$ cat src/rtl/nvbs_pkg.sv
// Shared constants for the nearest-value binary search block.
package nvbs_pkg;

  localparam int unsigned NVBS_TABLE_DEPTH = 1024;

  localparam int unsigned DATA_W  = 32;
  localparam int unsigned INDEX_W = 10;
  localparam int unsigned COUNT_W = 11;
  localparam int unsigned APB_AW  = 3;
  localparam int unsigned APB_DW  = 32;

  localparam logic [0:0] CMD_WRITE = 1'b0;
  localparam logic [0:0] CMD_QUERY = 1'b1;

  // Register index as decoded from paddr[2].
  localparam logic REG_ENTRIES_IN_USE = 1'b0;

  localparam logic [COUNT_W-1:0] ENTRIES_RESET = COUNT_W'(1);

endpackage

$ cat src/rtl/nvbs_cfg.sv
// APB register file holding the entries_in_use register.
module nvbs_cfg (
  input  logic                         clk_i,
  input  logic                         rst_ni,
  input  logic                         psel,
  input  logic                         penable,
  input  logic                         pwrite,
  input  logic [nvbs_pkg::APB_AW-1:0]  paddr,
  input  logic [nvbs_pkg::APB_DW-1:0]  pwdata,
  output logic [nvbs_pkg::APB_DW-1:0]  prdata,
  output logic                         pready,
  output logic [nvbs_pkg::COUNT_W-1:0] entries_o
);
  import nvbs_pkg::*;

  logic [COUNT_W-1:0] entries_q;
  logic               wr_en;
  logic               sel_entries;

  assign pready      = 1'b1;
  assign sel_entries = (paddr[2] == REG_ENTRIES_IN_USE);
  assign wr_en       = psel && penable && pwrite && pready && sel_entries;

  always_ff @(posedge clk_i or negedge rst_ni) begin
    if (!rst_ni) begin
      entries_q <= ENTRIES_RESET;
    end else if (wr_en) begin
      entries_q <= pwdata[COUNT_W-1:0];
    end
  end

  assign prdata    = sel_entries ? APB_DW'(entries_q) : '0;
  assign entries_o = entries_q;

endmodule

$ cat config.mk
export PLATFORM = sky130hd
export DESIGN_NAME = nvbs_cfg
export DESIGN_NICKNAME = d
export VERILOG_FILES = /design/src/rtl/nvbs_pkg.sv /design/src/rtl/nvbs_cfg.sv
export SDC_FILE = /design/constraint.sdc
export NUM_CORES = 1
export LEC_CHECK = 0
export ABC_CLOCK_PERIOD_IN_PS = 1000
export BUFFER_PORTS_ARGS = -buffer_cell sky130_fd_sc_hd__clkbuf_2
export CAP_MARGIN = 40
export CORE_ASPECT_RATIO = 0.8
export CORE_MARGIN = 8
export CORE_UTILIZATION = 34
export CTS_BUF_LIST = sky130_fd_sc_hd__clkbuf_4
export DETAILED_ROUTE_END_ITERATION = 10
export GPL_TIMING_DRIVEN = 0
export HOLD_SLACK_MARGIN = 0.15
export MAX_ROUTING_LAYER = met4
export PLACE_DENSITY_LB_ADDON = 0.3
export SYNTH_ARGS = -nofsm -noshare
export SYNTH_HDL_FRONTEND = slang
export SYNTH_SLANG_ARGS = --single-unit
$ cat constraint.sdc
create_clock -name clk_i -period 1 [get_ports clk_i]
set_clock_uncertainty 0.05 [all_clocks]
set_input_delay 0.2 -clock clk_i [delete_from_list [all_inputs] [get_ports clk_i]]
set_output_delay 0.2 -clock clk_i [all_outputs]
set_load 0.05 [all_outputs]
Word level (Yosys, flattened, before mapping)
Cells that the tools add are included.
{ "totals": {"register_bits": 11, "latch_bits": 0, "ram_bits": 0, "mem_bits_ro": 0, "inputBits": 40, "out_inout_bits": 44, "wordCells": 6, "memories": 0} }
{ "op_classes": {"add_sub_neg": 0, "mul": 0, "div": 0, "order_cmp": 0, "n_eq_ne": 0, "n_shift": 0, "muxes": 1, "n_bitwise": 1, "reduce_logical": 3} }
{ "op_table": {"columns": ["op", "n"], "rows": [
  ["2-to-1 mux 11 bit", 1],
  ["logical AND 1 bit", 3],
  ["NOT 1 bit", 1]
]} }

Logic depth before layout (Yosys ltp)
{ "logic_depth": {"depth_word": 3, "ltp_mapped": 3, "mapped_depth_nobuf": 2} }

Worst setup path after synthesis
No wires, ideal clock.
{ "synth_path": {"kind": "register to output", "startpoint": "reg entries_q[0], in the netlist entries_o[0]", "endpoint": "out prdata[0] (netlist bit)", "arrival_time_ns": 1.445, "required_time_ns": 0.750, "slack_ns": -0.695, "path_stages_with_launch": 2, "path_buffers": 0, "cell_sequence": "dfstp_2 -> nor2b_1"} }
{ "synth_via": {"elab_chain_cells": 1} }
{ "synth_lines": {"columns": ["element", "line", "rtl"], "rows": [
  ["start: declaration", "nvbs_cfg.sv:16", "logic [COUNT_W-1:0] entries_q;"],
  ["start signal: assignment", "nvbs_cfg.sv:28", "entries_q <= pwdata[COUNT_W-1:0];"],
  ["2-to-1 mux 11 bit", "nvbs_cfg.sv:32", "assign prdata = sel_entries ? APB_DW'(entries_q) : '0;"],
  ["end: declaration", "nvbs_cfg.sv:10", "output logic [nvbs_pkg::APB_DW-1:0] prdata,"]
]} }
Every way passes these cells.

Worst setup path in the final report
Same ends and word-level chain as after synthesis.

==> impl_metrics.ini <==
[synth]
syn_area_per_cell_um2 = 12.0
synth-xor-area-share_pct = 0
synth_top_family_by_area = buffers and inverters
synthSimpleGateAreaFrac_pct = 13.0
synth.cell_area_um2 = 719
yosysSeqAreaShare_pct = 38.4
synth_cells = 60
synth-compound-area-share_pct = 0
synthMuxAreaShare_pct = 22.4
ys_warn_count = 0
ys_seq_elements = 11
ys_types = 11
synthAdderAreaFrac_pct = 0

[worst_setup_path]
crit_path_end_kind = output pin
cp_max_fo = 2
reg2reg_depth = 3
path_class = reg -> out
required_ps = 750
arrival_ps = 1080
startpoint_type = flop

[die]
initial_core_util_pct = 34.5
die_area_mm2 = 0.00385
die_x_um = 67.4
fp.dieH_um = 57.1
num_rows = 15
coreArea_mm2 = 0.00208
ios = 84

[sta]
hold_viol_final = 0
period_minus_slack_ps = 1330
timing.hold.ws_ps = 254
setup_viol = 23
finalCritPeriodShare_pct = 133
fmax_mhz = 753
rsz0062_at_grt = true
slew_viol_final = 0
setup_ws_ps = -328

[routing]
drt_wl_total_um = 2120
routedWlPerCell_um = 13.5
drtAntennaViolNets = 0
routed-via-count = 585
viasPerCell = 3.73
first_iter_violations = 12
firstDrtPassIters = 2
remaining_drc_errors = 0

[grt]
grt_pass1_vias = 718
antenna_found_initial = 0
grt_overflow_total = 0
grt.total_usage_pct = 11.2
grt_pass1_wl_um = 3260
grt_max_degree = 12

[power_and_ir_drop]
ir_worst_vdd_mv = 1.09
power_leakage_uw = 0.000820
power_uw = 2800
power-per-cell-area_mw_per_mm2 = 1870

[clocking]
cts_buffer_depth = 2
insertion_delay_ps = 260
clkSinkCount = 11
h-tree-depth = 1
cts_made_buffers = 3
path_clk_slew_ps = 70
cts_tree = yes
cts_root_buf = clkbuf_4

[finish]
diodes = 0
drive_gt1_share_pct = 74.2
layout_common_cells = 25 x buf_4, 22 x conb_1, 21 x buf_8
layout_commonest_cell = buf_4
fin_cells = 157
fill_cells = 150
area_growth_pct = 108
layout.nets = 173
largest_register_ffs = 11
seq_area_um2 = 289
multi_input_area_um2 = 415

[run_status]
failed_checks = setup timing
status = complete, but fails checks

[hold_path]
whs_path_depth = 3
min_path_type = in -> reg

[job]
cap_violations = 0

[place]
dp_cells = 143
io_buffers = 38
finalWeightedCongestion = 0.691
dpl.hpwl_um = 1560
-- cell type report --
type / instances / area share (%)
Timing Repair Buffer: 48 / 36.6
Multi-Input combinational cell: 45 / 27.7
Sequential cell: 11 / 19.3
Buffer: 24 / 12.3
Tap cell: 25 / 2.09
Clock buffer: 4 / 2.00
-- logic make-up (layout without fill, tap and decap cells) --
logic type | after synthesis | count (layout)
AND/OR/NAND/NOR | 12 | 12
buffers and inverters | 24 | 76
flip-flops | 11 | 11
other | 2 | 22
multiplexers | 11 | 11
-- path summary, 6_finish.rpt --
path / from / end / slack, ps
setup / recovery: entries_o[0]$_DFFE_PN1P_ / prdata[0] / -330
min in group asynchronous: rst_ni / entries_o[2]$_DFFE_PN0P_ / 290
hold reg to reg: entries_o[7]$_DFFE_PN0P_ / entries_o[7]$_DFFE_PN0P_ / 520
setup reg to reg: entries_o[0]$_DFFE_PN1P_ / entries_o[0]$_DFFE_PN1P_ / 0
hold / removal: penable / entries_o[10]$_DFFE_PN0P_ / 250
max in group asynchronous: rst_ni / entries_o[0]$_DFFE_PN1P_ / 340
-- report_power, final --
part / total (uW) / internal [uW] / switching [uW]
Sequential: 674 / 567 / 107
Clock: 324 / 181 / 143
Combinational: 1800 / 827 / 975
-- cell usage after synthesis --
cell type	count	area, um^2
buf_6	1	11.3
buf_4	22	165
mux2_2	1	11.3
dfrtp_1	10	250
nor2b_1	10	62.6
dfstp_2	1	26.3
mux2_4	10	150
clkbuf_1	1	3.75
conb_1	2	7.51
nand4b_4	1	23.8
and2b_1	1	7.51
-- metrics by stage --
step	TNS [ps]	utilization [%]	cell area (um^2)	setup WS, ps
2_1_floorplan	-1600	-	888	-310
3_3_place_gp	-3570	53.3	1110	-244
3_5_place_dp	-3730	53.3	1110	-255
4_1_cts	-4370	71.4	1490	-352
5_1_grt	-4660	72.0	1500	-373
6_report	-3980	72.0	1500	-328
-- critical path: stages (launching register included) --
cell and delay (ps):
dfstp_2 530, nor2b_4 140, buf_8 150
-- per-layer routing --
metal	global-route usage, %	up-vias	share of wire (%)
met5	-	-	0
met4	2.68	0	0
met3	3.13	0	10
met2	20.3	35	51
met1	11.5	262	39
li1	-	288	-
-- what timing repair did --
item                                    CTS  global route
gates resized for setup                  45            24
endpoints found under the setup margin   22            31
hold buffers                             12             0
buffers inserted                          3             1
endpoints found under the hold margin    22             0
(Power assumes the default switching activity.)
